File: config.mk
export PLATFORM = sky130hd
export DESIGN_NAME = humidity_sensor_frame_decoder_flat
export DESIGN_NICKNAME = d
export VERILOG_FILES = /design/src/rtl/core/hsfd_pkg.sv /design/src/rtl/core/hsfd_in_if.sv /design/src/rtl/core/hsfd_out_if.sv /design/src/rtl/core/humidity_sensor_frame_decoder.sv /design/src/flat_wrapper.sv
export SDC_FILE = /design/constraint.sdc
export NUM_CORES = 1
export LEC_CHECK = 0
export BUFFER_PORTS_ARGS = -buffer_cell sky130_fd_sc_hd__buf_2
export CELL_PAD_IN_SITES_DETAIL_PLACEMENT = 1
export CELL_PAD_IN_SITES_GLOBAL_PLACEMENT = 2
export CORE_ASPECT_RATIO = 0.8
export CORE_MARGIN = 1.5
export CORE_UTILIZATION = 44
export DETAILED_ROUTE_END_ITERATION = 10
export PLACE_DENSITY = 0.95
export SLEW_MARGIN = 25
export SYNTH_ARGS = -nofsm -noshare
export SYNTH_HDL_FRONTEND = slang
export SYNTH_SLANG_ARGS = --single-unit
File: constraint.sdc
create_clock -name i_clk -period 18.3 [get_ports i_clk]
set_input_delay 0.915 -clock i_clk [delete_from_list [all_inputs] [get_ports i_clk]]
set_output_delay 0.915 -clock i_clk [all_outputs]
set_load 0.01 [all_outputs]
File: src/rtl/core/hsfd_pkg.sv
// Shared constants, status codes and checksum/scaling functions for the frame decoder.
`timescale 1ns / 1ps

package hsfd_pkg;

    localparam int unsigned WORD_W     = 16;
    localparam int unsigned CHECK_W    = 8;
    localparam int unsigned STATUS_W   = 2;
    localparam int unsigned TEMP_W     = 15;
    localparam int unsigned HUM_W      = 14;
    localparam int unsigned PROD_W     = 31;
    localparam int unsigned QUOT_W     = PROD_W - WORD_W;

    localparam logic [CHECK_W-1:0]  CRC_POLY    = 8'h31;
    localparam logic [CHECK_W-1:0]  CRC_INIT    = 8'hFF;
    localparam logic [WORD_W-1:0]   FULL_SCALE  = 16'hFFFF;
    localparam logic [PROD_W-WORD_W-1:0] TEMP_SPAN = 15'd17500;
    localparam logic [PROD_W-WORD_W-1:0] HUM_SPAN  = 15'd10000;
    localparam logic signed [TEMP_W-1:0] TEMP_OFFSET = -15'sd4500;

    typedef enum logic [STATUS_W-1:0] {
        ST_OK       = 2'd0,
        ST_TEMP_BAD = 2'd1,
        ST_HUM_BAD  = 2'd2
    } t_status;

    // One byte through the CRC-8 shift register, MSB first.
    function automatic logic [CHECK_W-1:0] crc8_byte(input logic [CHECK_W-1:0] crc,
                                                     input logic [CHECK_W-1:0] data);
        logic [CHECK_W-1:0] c;
        c = crc ^ data;
        for (int k = 0; k < 8; k++) begin
            if (c[CHECK_W-1]) begin
                c = {c[CHECK_W-2:0], 1'b0} ^ CRC_POLY;
            end else begin
                c = {c[CHECK_W-2:0], 1'b0};
            end
        end
        return c;
    endfunction

    // Checksum of a 16-bit word, high byte first.
    function automatic logic [CHECK_W-1:0] word_crc(input logic [WORD_W-1:0] w);
        return crc8_byte(crc8_byte(CRC_INIT, w[15:8]), w[7:0]);
    endfunction

    // floor(x / 65535) for x below 65535 * 2^15: take x >> 16 as the first
    // estimate, the remainder is then (x mod 2^16) + estimate, which stays
    // under twice the divisor, so one compare fixes the quotient.
    function automatic logic [QUOT_W-1:0] div_full_scale(input logic [PROD_W-1:0] x);
        logic [QUOT_W-1:0] q0;
        logic [WORD_W:0]   rem;
        q0  = x[PROD_W-1:WORD_W];
        rem = {1'b0, x[WORD_W-1:0]} + {{(WORD_W+1-QUOT_W){1'b0}}, q0};
        if (rem >= {1'b0, FULL_SCALE}) begin
            return q0 + {{(QUOT_W-1){1'b0}}, 1'b1};
        end else begin
            return q0;
        end
    endfunction

endpackage

File: src/rtl/core/hsfd_in_if.sv
// Input channel carrying one raw measurement frame per transaction.
`timescale 1ns / 1ps

interface hsfd_in_if;
    logic                           valid;
    logic                           ready;
    logic [hsfd_pkg::WORD_W-1:0]    temp_word;
    logic [hsfd_pkg::CHECK_W-1:0]   temp_check;
    logic [hsfd_pkg::WORD_W-1:0]    hum_word;
    logic [hsfd_pkg::CHECK_W-1:0]   hum_check;

    modport source (output valid, output temp_word, output temp_check,
                    output hum_word, output hum_check, input ready);
    modport sink   (input valid, input temp_word, input temp_check,
                    input hum_word, input hum_check, output ready);
endinterface

File: src/rtl/core/hsfd_out_if.sv
// Output channel carrying one decoded measurement per transaction.
`timescale 1ns / 1ps

interface hsfd_out_if;
    logic                                  valid;
    logic                                  ready;
    logic [hsfd_pkg::STATUS_W-1:0]         status;
    logic signed [hsfd_pkg::TEMP_W-1:0]    temp_centi;
    logic [hsfd_pkg::HUM_W-1:0]            hum_centi;

    modport source (output valid, output status, output temp_centi,
                    output hum_centi, input ready);
    modport sink   (input valid, input status, input temp_centi,
                    input hum_centi, output ready);
endinterface

File: src/rtl/core/humidity_sensor_frame_decoder.sv
// Top level: checksum check and unit scaling of temperature/humidity frames.
//
// Usage:
//   i_in  takes one transaction per frame: raw temperature word and its CRC-8
//         byte, raw humidity word and its CRC-8 byte (poly 0x31, init 0xFF).
//   o_out returns one transaction per frame: status (ok, temperature bad,
//         humidity bad; temperature is checked first), temperature in
//         hundredths of a degree C and humidity in hundredths of a percent.
//         Both values read zero when a checksum fails.
//   Path: the input transaction is captured in the input register, then
//   passes through CRC, constant multiply and divide-by-65535 correction
//   into the result register, which drives o_out.valid.
//   Throughput: one frame per cycle while o_out.ready is high; the two
//   register stages form a valid/ready pipeline, so a new frame is taken
//   while a result waits as long as the input register is empty.
//   Stall: when o_out.ready is low the result register holds; the input
//   register still fills if empty, then i_in.ready drops until the output
//   drains. No transaction is lost or repeated.
//   Reset (i_rst_n low, synchronous): both stages empty, o_out.valid low.
`timescale 1ns / 1ps

module humidity_sensor_frame_decoder (
    input  logic        i_clk,
    input  logic        i_rst_n,
    hsfd_in_if.sink     i_in,
    hsfd_out_if.source  o_out
);

    // Input register stage.
    logic                           r_s1_valid;
    logic [hsfd_pkg::WORD_W-1:0]    r_s1_temp_word;
    logic [hsfd_pkg::CHECK_W-1:0]   r_s1_temp_check;
    logic [hsfd_pkg::WORD_W-1:0]    r_s1_hum_word;
    logic [hsfd_pkg::CHECK_W-1:0]   r_s1_hum_check;

    // Result register stage.
    logic                                  r_s2_valid;
    hsfd_pkg::t_status                     r_s2_status;
    logic signed [hsfd_pkg::TEMP_W-1:0]    r_s2_temp_centi;
    logic [hsfd_pkg::HUM_W-1:0]            r_s2_hum_centi;

    logic                                  s1_advance;
    logic                                  in_take;
    hsfd_pkg::t_status                     n_s2_status;
    logic signed [hsfd_pkg::TEMP_W-1:0]    n_s2_temp_centi;
    logic [hsfd_pkg::HUM_W-1:0]            n_s2_hum_centi;
    logic [hsfd_pkg::PROD_W-1:0]           temp_prod;
    logic [hsfd_pkg::PROD_W-1:0]           hum_prod;
    logic [hsfd_pkg::QUOT_W-1:0]           temp_quot;
    logic [hsfd_pkg::QUOT_W-1:0]           hum_quot;

    // Advance stage 1 whenever the result register is empty or being drained.
    assign s1_advance = !r_s2_valid || o_out.ready;
    assign i_in.ready = !r_s1_valid || s1_advance;
    assign in_take    = i_in.valid && i_in.ready;

    always_ff @(posedge i_clk) begin
        if (!i_rst_n) begin
            r_s1_valid <= 1'b0;
        end else if (i_in.ready) begin
            r_s1_valid <= i_in.valid;
        end
    end

    // Payload registers need no reset; load only on an accepted transaction.
    always_ff @(posedge i_clk) begin
        if (in_take) begin
            r_s1_temp_word  <= i_in.temp_word;
            r_s1_temp_check <= i_in.temp_check;
            r_s1_hum_word   <= i_in.hum_word;
            r_s1_hum_check  <= i_in.hum_check;
        end
    end

    // Scale: raw * span, then exact floor division by full scale.
    assign temp_prod = {{(hsfd_pkg::PROD_W-hsfd_pkg::WORD_W){1'b0}}, r_s1_temp_word}
                       * {{hsfd_pkg::WORD_W{1'b0}}, hsfd_pkg::TEMP_SPAN};
    assign hum_prod  = {{(hsfd_pkg::PROD_W-hsfd_pkg::WORD_W){1'b0}}, r_s1_hum_word}
                       * {{hsfd_pkg::WORD_W{1'b0}}, hsfd_pkg::HUM_SPAN};
    assign temp_quot = hsfd_pkg::div_full_scale(temp_prod);
    assign hum_quot  = hsfd_pkg::div_full_scale(hum_prod);

    // Check temperature first; zero both values on any checksum failure.
    always_comb begin
        n_s2_status     = hsfd_pkg::ST_OK;
        n_s2_temp_centi = '0;
        n_s2_hum_centi  = '0;
        priority if (hsfd_pkg::word_crc(r_s1_temp_word) != r_s1_temp_check) begin
            n_s2_status = hsfd_pkg::ST_TEMP_BAD;
        end else if (hsfd_pkg::word_crc(r_s1_hum_word) != r_s1_hum_check) begin
            n_s2_status = hsfd_pkg::ST_HUM_BAD;
        end else begin
            n_s2_status     = hsfd_pkg::ST_OK;
            n_s2_temp_centi = hsfd_pkg::TEMP_OFFSET + $signed(temp_quot);
            n_s2_hum_centi  = hum_quot[hsfd_pkg::HUM_W-1:0];
        end
    end

    always_ff @(posedge i_clk) begin
        if (!i_rst_n) begin
            r_s2_valid <= 1'b0;
        end else if (s1_advance) begin
            r_s2_valid <= r_s1_valid;
        end
    end

    // Hold the result while the receiver stalls.
    always_ff @(posedge i_clk) begin
        if (s1_advance && r_s1_valid) begin
            r_s2_status     <= n_s2_status;
            r_s2_temp_centi <= n_s2_temp_centi;
            r_s2_hum_centi  <= n_s2_hum_centi;
        end
    end

    assign o_out.valid      = r_s2_valid;
    assign o_out.status     = r_s2_status;
    assign o_out.temp_centi = r_s2_temp_centi;
    assign o_out.hum_centi  = r_s2_hum_centi;

endmodule
File: src/flat_wrapper.sv
// flat-port wrapper written by rule: the top's interface ports become plain ports
module humidity_sensor_frame_decoder_flat 
  (i_clk, i_rst_n, i_in_valid, i_in_temp_word, i_in_temp_check, i_in_hum_word, i_in_hum_check, i_in_ready, o_out_valid, o_out_status, o_out_temp_centi, o_out_hum_centi, o_out_ready);
  hsfd_in_if i_in_i ();
  hsfd_out_if o_out_i ();
  input  logic i_clk;
  input  logic i_rst_n;
  input wire logic [$bits(i_in_i.valid)-1:0] i_in_valid;
  input wire logic [$bits(i_in_i.temp_word)-1:0] i_in_temp_word;
  input wire logic [$bits(i_in_i.temp_check)-1:0] i_in_temp_check;
  input wire logic [$bits(i_in_i.hum_word)-1:0] i_in_hum_word;
  input wire logic [$bits(i_in_i.hum_check)-1:0] i_in_hum_check;
  output wire logic [$bits(i_in_i.ready)-1:0] i_in_ready;
  output wire logic [$bits(o_out_i.valid)-1:0] o_out_valid;
  output wire logic [$bits(o_out_i.status)-1:0] o_out_status;
  output wire logic [$bits(o_out_i.temp_centi)-1:0] o_out_temp_centi;
  output wire logic [$bits(o_out_i.hum_centi)-1:0] o_out_hum_centi;
  input wire logic [$bits(o_out_i.ready)-1:0] o_out_ready;
  assign i_in_i.valid = i_in_valid;
  assign i_in_i.temp_word = i_in_temp_word;
  assign i_in_i.temp_check = i_in_temp_check;
  assign i_in_i.hum_word = i_in_hum_word;
  assign i_in_i.hum_check = i_in_hum_check;
  assign i_in_ready = i_in_i.ready;
  assign o_out_valid = o_out_i.valid;
  assign o_out_status = o_out_i.status;
  assign o_out_temp_centi = o_out_i.temp_centi;
  assign o_out_hum_centi = o_out_i.hum_centi;
  assign o_out_i.ready = o_out_ready;
  humidity_sensor_frame_decoder u_core (.i_clk(i_clk), .i_rst_n(i_rst_n), .i_in(i_in_i), .o_out(o_out_i));
endmodule
# ---- Word level (Yosys, flattened, before mapping)
# Index checks and enable logic that the tools add are counted.
dict set report word_totals {
  inputBits 52
  mem_count 0
  latchBits 0
  register_bits 81
  elab_cells 114
  out_inout_bits 33
  ram_bits 0
  mem_bits_ro 0
}
dict set report op_classes {
  n_reduce_logical 7
  n_shift 0
  eq_ne 2
  mux 51
  add_sub_neg 5
  bitwise 36
  multipliers 2
  magnitude_cmp 2
  div_mod_pow 0
}
# operator count
set op_table {}
lappend op_table {{6-bit two-way mux} 32}
lappend op_table {{8-bit two-way mux} 16}
lappend op_table {{3-bit NOT} 32}
lappend op_table {{17-bit by 16-bit >= comparator with 1-bit output (second input constant)} 2}
lappend op_table {{16-bit by 13-bit multiplier with 29-bit output (second input constant)} 1}
lappend op_table {{16-bit by 10-bit multiplier with 26-bit output (second input constant)} 1}
lappend op_table {{16-bit by 14-bit adder with 17-bit output} 1}
lappend op_table {{16-bit by 15-bit adder with 17-bit output} 1}
lappend op_table {{8-bit != test} 2}
lappend op_table {{8-bit NOT} 2}
lappend op_table {{8-bit bitwise XOR} 2}
lappend op_table {{14-bit by 15-bit adder with 15-bit output (first input constant)} 1}
lappend op_table {{15-bit by 1-bit adder with 15-bit output (second input constant)} 1}
lappend op_table {{15-bit two-way mux} 1}
lappend op_table {{14-bit by 1-bit adder with 14-bit output (second input constant)} 1}
lappend op_table {{14-bit two-way mux} 1}
lappend op_table {{1-bit logical AND} 2}
lappend op_table {{1-bit logical NOT} 2}
lappend op_table {{1-bit logical OR} 2}
lappend op_table {{2-bit two-way mux} 1}
lappend op_table {{2-bit OR reduction} 1}

# ---- Logic depth before layout (Yosys ltp)
# Gate-level depths: netlist of run 1.
dict set report logic_depth {
  depth_word 84
  mapped_depth 33
}

# ---- Least setup slack after synthesis of run 1
# OpenSTA, ideal clock, no wires.
dict set report synth_path {
  path_type {register to register}
  start {register u_core.r_s1_hum_word[5] (netlist name)}
  end {register u_core.r_s2_hum_centi (netlist bit u_core.o_out.hum_centi[13]), data pin}
  arrival_time_ns 7.580
  synth_period_minus_slack_ns 7.846
  n_path_buf 0
  setup_ns 0.266
  slack_ns 10.454
  path_stages_with_launch 31
  cell_sequence {edfxtp_1 > fa_1 > ha_1 > inv_1 > fa_1 > inv_1 > ha_1 > inv_1 > fa_1 > inv_1 > ha_1 > or3_1 > o221a_2 > o31a_1 > o211ai_1 > a31oi_1 > o41a_1 > or4_1 > nand3_1 > ha_1 > xnor2_1 > nor4b_1 > o21ai_0 > nor4_1 > nand4bb_1 > a2111oi_2 > a31oi_1 > nor4_2 > nor4b_1 > xnor2_1 > nor2_1}
}
dict set report synth_via {
  elab_chain_len 19
  elab_cells_between_ends 25
  cone_classes {add/sub (2); mul (1); order compare (1); eq/ne (1); mux (15); bitwise (4); reduce/logical (1)}
}
# element line_no
set synth_rtl {}
lappend synth_rtl {{from (decl)} humidity_sensor_frame_decoder.sv:33} ;# logic [hsfd_pkg::WORD_W-1:0] r_s1_hum_word;
lappend synth_rtl {{from (signal assigned)} humidity_sensor_frame_decoder.sv:70} ;# r_s1_hum_word <= i_in.hum_word;
lappend synth_rtl {{branches (longest 19 deep; another with 16-bit by 10-bit multiplier with 26-bit output)} --}
lappend synth_rtl {{to (signal assigned)} humidity_sensor_frame_decoder.sv:112} ;# r_s2_hum_centi <= n_s2_hum_centi;
lappend synth_rtl {{to (decl)} humidity_sensor_frame_decoder.sv:40} ;# logic [hsfd_pkg::HUM_W-1:0] r_s2_hum_centi;
# Several ways; the timed one is not identified. The select of a mux whose other input is x is not followed.
# A chain may end at the register's enable or synchronous reset.

# ---- Worst setup path after layout of run 1
dict set report layout_path {
  start {register u_core.r_s1_hum_word[6] (netlist name)}
  end {register u_core.r_s2_hum_centi (netlist bit u_core.o_out.hum_centi[13]), data pin}
}
dict set report layout_via {
  elab_chain_len 19
  elab_cells_between_ends 26
  cone_classes {add/sub (2); mul (1); order compare (1); eq/ne (1); mux (16); bitwise (4); reduce/logical (1)}
}
# element
set layout_rtl {}
lappend layout_rtl {{branches (longest 19 deep; another with 16-bit by 10-bit multiplier with 26-bit output)}}
# Several ways; the timed one is not identified. The select of a mux whose other input is x is not followed.

==> results of run 1 <==
## sequential cells by signal, summed over array words and instances, names as in the netlist
| name | cells |
|---|---|
| u_core.r_s1_hum_check | 8 |
| u_core.o_out.hum_centi | 14 |
| u_core.r_s1_valid | 1 |
| u_core.o_out.temp_centi | 15 |
| u_core.r_s1_temp_check | 8 |
| u_core.r_s1_hum_word | 16 |
| u_core.o_out.status | 2 |
| u_core.r_s1_temp_word | 16 |
| u_core.o_out.valid | 1 |
## per-layer routing
metal	GRT usage	vias up
met5	0	-
met4	0.0444	0
met3	0.0385	21
met2	0.338	186
met1	0.326	4381
li1	-	4428
## kinds of logic after synthesis
family                     after synthesis  synth area share
adders and majority gates              275             0.342
buffers and inverters                  259            0.0845
and+or+nand+nor                        254             0.118
AOI/OAI and AO/OA                      219             0.141
xor gates and xnor gates               136             0.104
DFF                                     81             0.203
muxes                                    9           0.00802
## final cells by class
| cell class | instances | area [µm²] |
|---|---|---|
| well taps | 357 | 447 |
| repair buffers | 84 | 420 |
| fillers | 3081 | 13400 |
| inverters | 247 | 930 |
| flip-flops and latches | 81 | 2410 |
| clock buffers | 9 | 225 |
| clock inverters | 7 | 53.8 |
| multi-input cells | 893 | 8460 |
## placed cells by master (no fill, tap or decap), types with 6 or more instances in the layout
| master | instances |
|---|---|
| o211a_1 | 6 |
| nor3_1 | 24 |
| ha_1 | 193 |
| o211ai_1 | 8 |
| a21oi_1 | 44 |
| nand3_1 | 25 |
| o21ai_0 | 24 |
| edfxtp_1 | 79 |
| xor2_1 | 38 |
| and2_1 | 7 |
| inv_1 | 246 |
| nand2_1 | 47 |
| clkbuf_16 | 9 |
| or3_1 | 6 |
| buf_2 | 84 |
| fa_1 | 82 |
| nor2b_1 | 10 |
| nand4_1 | 15 |
| xnor2_1 | 95 |
| a21o_1 | 21 |
| o21a_1 | 18 |
| nor3b_1 | 7 |
| nor2_1 | 57 |
| a211oi_1 | 7 |
| a31oi_1 | 8 |
## path summary, 6_finish.rpt
kind / end / slack, ns / from
max: u_core.o_out.hum_centi[13]$_SDFFCE_PP0P_ / 9.42 / u_core.r_s1_hum_word[6]$_DFFE_PP_
min reg2reg: u_core.o_out.valid$_SDFFE_PN0P_ / 0.58 / u_core.r_s1_valid$_SDFFE_PN0N_
max reg2reg: u_core.o_out.hum_centi[13]$_SDFFCE_PP0P_ / 9.42 / u_core.r_s1_hum_word[6]$_DFFE_PP_
min: u_core.o_out.valid$_SDFFE_PN0P_ / 0.58 / u_core.r_s1_valid$_SDFFE_PN0N_
## metrics by stage
stage / hold slack (ns) / instances / cell area, µm² / worst slack, ns / utilization
floorplan: 0.477 / 1233 / 11900 / 10.45 / -
global placement: 0.516 / 1662 / 12700 / 9.54 / 0.480
detailed placement: 0.594 / 1662 / 12700 / 9.40 / 0.480
CTS: 0.606 / 1678 / 12900 / 9.35 / 0.490
global route: 0.617 / 1678 / 12900 / 8.78 / 0.490
finish: 0.581 / 1678 / 12900 / 9.42 / 0.490
==> impl_metrics.csv, run 1 <==
group,metric,value,unit
grt,grt_max_degree,49,
worst_setup_path,end_kind,"register",
route,drc,0,
sta,rsz0062_at_grt,"false",
floorplanning,core_area,26400,µm²
worst_setup_path,cp_num_buf_inv,4,
logic_synthesis,yosys-top-cells-count,"inv_1, ha_1, xnor2_1",
worst_setup_path,crit_required,18.38,ns
logic_synthesis,ys_warn_count,0,
grt,antenna_found_initial,0,
sta,fmax,113,MHz
route,detail-route-antenna-nets,0,
outcome,status,"completed",
logic_synthesis,synth.avg_cell_area,9.62,µm²
logic_synthesis,syn_nets,1560,
sta,clock_skew,0.0228,ns
logic_synthesis,synth_area,11900,µm²
clock_tree,cts_made_buffers,9,
sta,fin_crit,8.88,ns
sta,worstMarginPinSlew,0.987,ns
floorplanning,chipHeight,150,µm
worst_setup_path,critPathArrivalTime,8.96,ns
worst_hold_path,worst_hold_path_type,"reg -> reg",
final_layout,nets,1643,
logic_synthesis,yosysSeqAreaShare,0.203,
route,first_iter_violations,494,
sta,slew_headroom,0.341,
place,io_buffers,84,
clock_tree,cts_resized,0,
route,routed_wl,30.0,mm
job,maxCapViolCount,0,
clock_tree,postCtsSetupBuffers,0,
clock_tree,htree_levels,3,
worst_hold_path,hold_depth,1,
floorplanning,dieWidth,187,µm
clock_tree,cts_hold_buf,0,
logic_synthesis,yosys.area.top_type,"ha_1",
logic_synthesis,synth_most_common_cell,"inv_1",
floorplanning,top_level_ports,85,
grt,grt_pass1_wl,48.8,mm
worst_setup_path,start_kind,"register",
worst_setup_path,slowest_stage,"edfxtp_1",
sta,report.final.slew_viol_count,0,
route,vias_per_cell,5.37,
route,route.met3.wl,1.34,mm
worst_setup_path,rr_worst_depth,30,
place,dpl.hpwl,25.6,mm
logic_synthesis,syn_inst,1233,
grt,grt_overflow,0,
clock_tree,clkTransAtPathRegs,0.06,ns
final_layout,drive_above_1_share,0.114,
grt,grt_pass1_vias,9178,
worst_setup_path,critPathMaxFanout,7,
route,vias,9016,
logic_synthesis,synth_area_leaders,"ha_1, edfxtp_1, fa_1, inv_1, xnor2_1",
worst_setup_path,slowest_delay,0.66,ns
grt,gr-usage-all-layers,0.221,
sta,setup_viol_count_final,0,
logic_synthesis,synth_top_area_frac,0.204,
route,wl_per_cell,17.9,µm
clock_tree,clock_latency,0.38,ns
sta,hold_viol_final,0,
sta,fin_setup_tns,0,ns
logic_synthesis,synth_cell_type_count,107,
final_layout,n_antenna_cell,0,
route,drt-met1-wl,15.8,mm
route,wl_met2,12.5,mm
clock_tree,clock-root-buffer,"clkbuf_16",
route,drt_pre_antenna_iters,5,
floorplanning,num_rows,53,
logic_synthesis,async_flop_share,0,
clock_tree,cts.sinks,81,
logic_synthesis,ys_ff_latch,81,
floorplanning,die_area,28000,µm²
clock_tree,cts_tree,"done",
logic_synthesis,synth_top_flop_cell,"edfxtp_1",
sta,fin_crit_sh,0.485,
floorplanning,start_util,0.449,
logic_synthesis,synth_edf_count,79,
worst_setup_path,crit_family,"adder cells",
worst_setup_path,path_class,"reg -> reg",
worst_setup_path,cp.depth,30,
route,dr.max_layer_used,"met4",
clock_tree,cts_buffer_depth,2,
final_layout,areaGrowthSynthToFinish,9.13,%
place,gp_congestion,0.912,
Power of run 1 is not shown: default switching activity piles up to over one toggle a cycle in this logic, so the estimate is an artifact.
==> run 2: changes to the inputs <==
--- a/config.mk
+++ b/config.mk
@@ -5,14 +5,15 @@
 export SDC_FILE = /design/constraint.sdc
 export NUM_CORES = 1
 export LEC_CHECK = 0
+export ABC_AREA = 1
 export BUFFER_PORTS_ARGS = -buffer_cell sky130_fd_sc_hd__buf_2
 export CELL_PAD_IN_SITES_DETAIL_PLACEMENT = 1
 export CELL_PAD_IN_SITES_GLOBAL_PLACEMENT = 2
 export CORE_ASPECT_RATIO = 0.8
 export CORE_MARGIN = 1.5
-export CORE_UTILIZATION = 44
+export CORE_UTILIZATION = 33
 export DETAILED_ROUTE_END_ITERATION = 10
-export PLACE_DENSITY = 0.95
+export PLACE_DENSITY = 0.86
 export SLEW_MARGIN = 25
 export SYNTH_ARGS = -nofsm -noshare
 export SYNTH_HDL_FRONTEND = slang
==> constraint.sdc (replaced) <==
create_clock -name i_clk -period 7.94 [get_ports i_clk]
set_input_delay 0.397 -clock i_clk [delete_from_list [all_inputs] [get_ports i_clk]]
set_output_delay 0.397 -clock i_clk [all_outputs]
set_load 0.01 [all_outputs]
==> run 2 against run 1 <==
Effect of this change: die area rose by 43%; sequential cell count unchanged; core utilization fell by 11 points; via count up 23%; largest cell class unchanged; count of clock-buffer cells in the layout grew 2.
==> impl_metrics.csv, run 2 <==
group,metric,value,unit
outcome,status,"completed",
worst_setup_path,rrSetupSlack,0.54,ns
place,io_buffers,84,
logic_synthesis,synth_top_area_frac,0.189,
logic_synthesis,syn_inst,1733,
sta,hold_viol_final,0,
final_layout,nFillCells,4751,
sta,setup_viol_count_final,0,
place,dpl-instance-area,13900,µm²
sta,fin_crit,7.40,ns
sta,report.final.slew_viol_count,0,
sta,fin_crit_sh,0.933,
route,routed_wl,36.1,mm
worst_hold_path,min_from,"i_in_hum_word[11]",
worst_setup_path,slowest_delay,0.53,ns
final_layout,utilization,0.380,
route,first_iter_violations,437,
worst_setup_path,end_kind,"register",
worst_setup_path,r2r_end,"u_core.o_out.hum_centi[7]$_SDFFCE_PP0P_",
logic_synthesis,synth_top_flop_cell,"edfxtp_1",
grt,use_met3,0.0331,
logic_synthesis,synth_edf_count,79,
logic_synthesis,yosys.area.top_type,"ha_1",
logic_synthesis,ys_warn_count,0,
worst_hold_path,holdPathEnd,"u_core.r_s1_hum_word[11]$_DFFE_PP_",
logic_synthesis,syn_nets,2060,
worst_setup_path,start_kind,"register",
place,dp_slack,0.193,ns
route,drt_pre_antenna_iters,5,
grt,use_met2,0.290,
clock_tree,clock_latency,0.38,ns
final_layout,fin_cells,2372,
worst_setup_path,crit_required,8.06,ns
logic_synthesis,synth_most_common_cell,"nand2_1",
logic_synthesis,yosys-top-cells-count,"nand2_1, inv_1, ha_1",
grt,grt_overflow,0,
floorplanning,chipHeight,179,µm
sta,worstMarginPinSlew,0.821,ns
sta,fmax,135,MHz
floorplanning,top_level_ports,85,
sta,finalWorstSetupSlack,0.536,ns
final_layout,multi_input_area,8720,µm²
clock_tree,cts_made_buffers,9,
sta,slew_headroom,0.452,
logic_synthesis,synth.avg_cell_area,7.36,µm²
logic_synthesis,synth_area_leaders,"ha_1, edfxtp_1, nand2_1, fa_1, inv_1",
route,vias_per_cell,4.68,
route,detail-route-antenna-nets,0,
final_layout,nets,2197,
grt,use_met1,0.271,
worst_setup_path,critPathMaxFanout,6,
floorplanning,num_rows,64,
floorplanning,dieWidth,223,µm
grt,antenna_found_initial,3,
logic_synthesis,async_flop_share,0,
job,maxCapViolCount,0,
logic_synthesis,synth_cell_type_count,40,
grt,gr-max-usage-layer,"met2",
clock_tree,cts_tree,"done",
final_layout,seq_area,2410,µm²
final_layout,final_cell_mix,"nand2_1, inv_1, ha_1, nor2_1, nand3_1",
final_layout,layout_commonest_cell,"nand2_1",
floorplanning,start_util,0.334,
clock_tree,cts_buffer_depth,2,
worst_setup_path,path_class,"reg -> reg",
worst_setup_path,r2r_start,"u_core.r_s1_hum_word[6]$_DFFE_PP_",
worst_hold_path,hold_depth,1,
clock_tree,cts.sinks,81,
clock_tree,clock-root-buffer,"clkbuf_16",
logic_synthesis,synth_area,12800,µm²
final_layout,drive_above_1_share,0.114,
worst_hold_path,worst_hold_path_type,"in -> reg",
sta,clock_skew,0.0219,ns
grt,grt_pass1_vias,11300,
clock_tree,htree_levels,3,
worst_setup_path,slowest_stage,"edfxtp_1",
grt,gr-usage-all-layers,0.185,
final_layout,areaGrowthSynthToFinish,13.7,%
worst_setup_path,critPathArrivalTime,7.52,ns
grt,grt_max_degree,49,
final_layout,final_cell_area,14500,µm²
route,drc,0,
logic_synthesis,ys_ff_latch,81,
grt,grt_pass1_wl,58.3,mm
route,wl_per_cell,15.2,µm
floorplanning,core_area,38200,µm²
logic_synthesis,yosysSeqAreaShare,0.189,
floorplanning,die_area,39900,µm²
worst_setup_path,rr_worst_depth,43,
place,gp_congestion,0.882,
place,dpl.hpwl,31.3,mm
route,vias,11100,
clock_tree,clkTransAtPathRegs,0.08,ns
place,placed_cells,2322,
worst_setup_path,cp_common_cell,"nand2_1",
-- run 2: changes by cell type after synthesis, sizes merged, moves of 10 or more --
cell,previous run,this run
a21o,22,1
a21oi,45,71
inv,247,430
nand2,48,461
nand3,25,102
nor2,58,116
nor2b,11,0
o21a,18,4
o21ai,31,21
xnor2,95,26
xor2,40,58
-- run 2: worst max-delay path, delay by kind of cell (launching register included) --
| family | cells | cell delay, ns |
|---|---|---|
| flops | 1 | 0.53 |
| buf+inv | 10 | 0.78 |
| fa+ha+maj | 8 | 3.02 |
| compound gates | 5 | 0.73 |
| simple gates | 19 | 1.81 |
| xor+xnor | 1 | 0.27 |
-- run 2: logic make-up (layout without fill, tap and decap cells) --
logic type | after synthesis | after routing | synth area share
and+or+nand+nor | 749 | 749 | 0.252
buffers and inverters | 436 | 578 | 0.131
adders and majority gates | 275 | 275 | 0.318
AOI/OAI and AO/OA | 108 | 108 | 0.0485
xor gates and xnor gates | 84 | 84 | 0.0615
DFF | 81 | 81 | 0.189
other | 0 | 2 | 0
-- run 2: worst max path at each step --
stage,slack (ns),end,depth (start not counted),startpoint
after CTS,0.17,u_core.o_out.hum_centi[7]$_SDFFCE_PP0P_,45,u_core.r_s1_hum_word[4]$_DFFE_PP_
after floorplan,1.24,u_core.o_out.hum_centi[7]$_SDFFCE_PP0P_,41,u_core.r_s1_hum_word[5]$_DFFE_PP_
after global routing,-0.004,u_core.o_out.hum_centi[7]$_SDFFCE_PP0P_,45,u_core.r_s1_hum_word[6]$_DFFE_PP_
final,0.54,u_core.o_out.hum_centi[7]$_SDFFCE_PP0P_,43,u_core.r_s1_hum_word[6]$_DFFE_PP_
after global placement,0.35,u_core.o_out.hum_centi[7]$_SDFFCE_PP0P_,45,u_core.r_s1_hum_word[4]$_DFFE_PP_
after detailed placement,0.19,u_core.o_out.hum_centi[7]$_SDFFCE_PP0P_,45,u_core.r_s1_hum_word[4]$_DFFE_PP_
-- run 2: layer usage --
metal / routed length (µm) / vias to the layer above
li1: - / 5637
met1: 19300 / 5274
met2: 15200 / 160
met3: 1290 / 30
met4: 333 / 2
met5: 12 / -
-- run 2: layout make-up --
class | instances | area share
flip-flops and latches | 81 | 0.166
inverters | 430 | 0.111
repair buffers | 132 | 0.0557
well taps | 495 | 0.0427
diodes | 2 | 0.000345
clock buffers | 11 | 0.0167
clock inverters | 5 | 0.00595
multi-input cells | 1216 | 0.601
-- run 2: per-stage QoR --
| stage | TNS [ns] | hold WS [ns] |
|---|---|---|
| finish | 0 | 0.191 |
| global route | -0.00379 | 0.179 |
| detailed placement | 0 | 0.550 |
| CTS | 0 | 0.182 |
| floorplan | 0 | 0.448 |
| global placement | 0 | 0.512 |
-- run 2: timing repair --
item,CTS,global route
hold buffers,0,0
setup buffers,0,32
hold endpoints to repair,0,0
resized for setup,0,9
setup endpoints to repair,0,20
Power of run 2 is left out for the same reason.
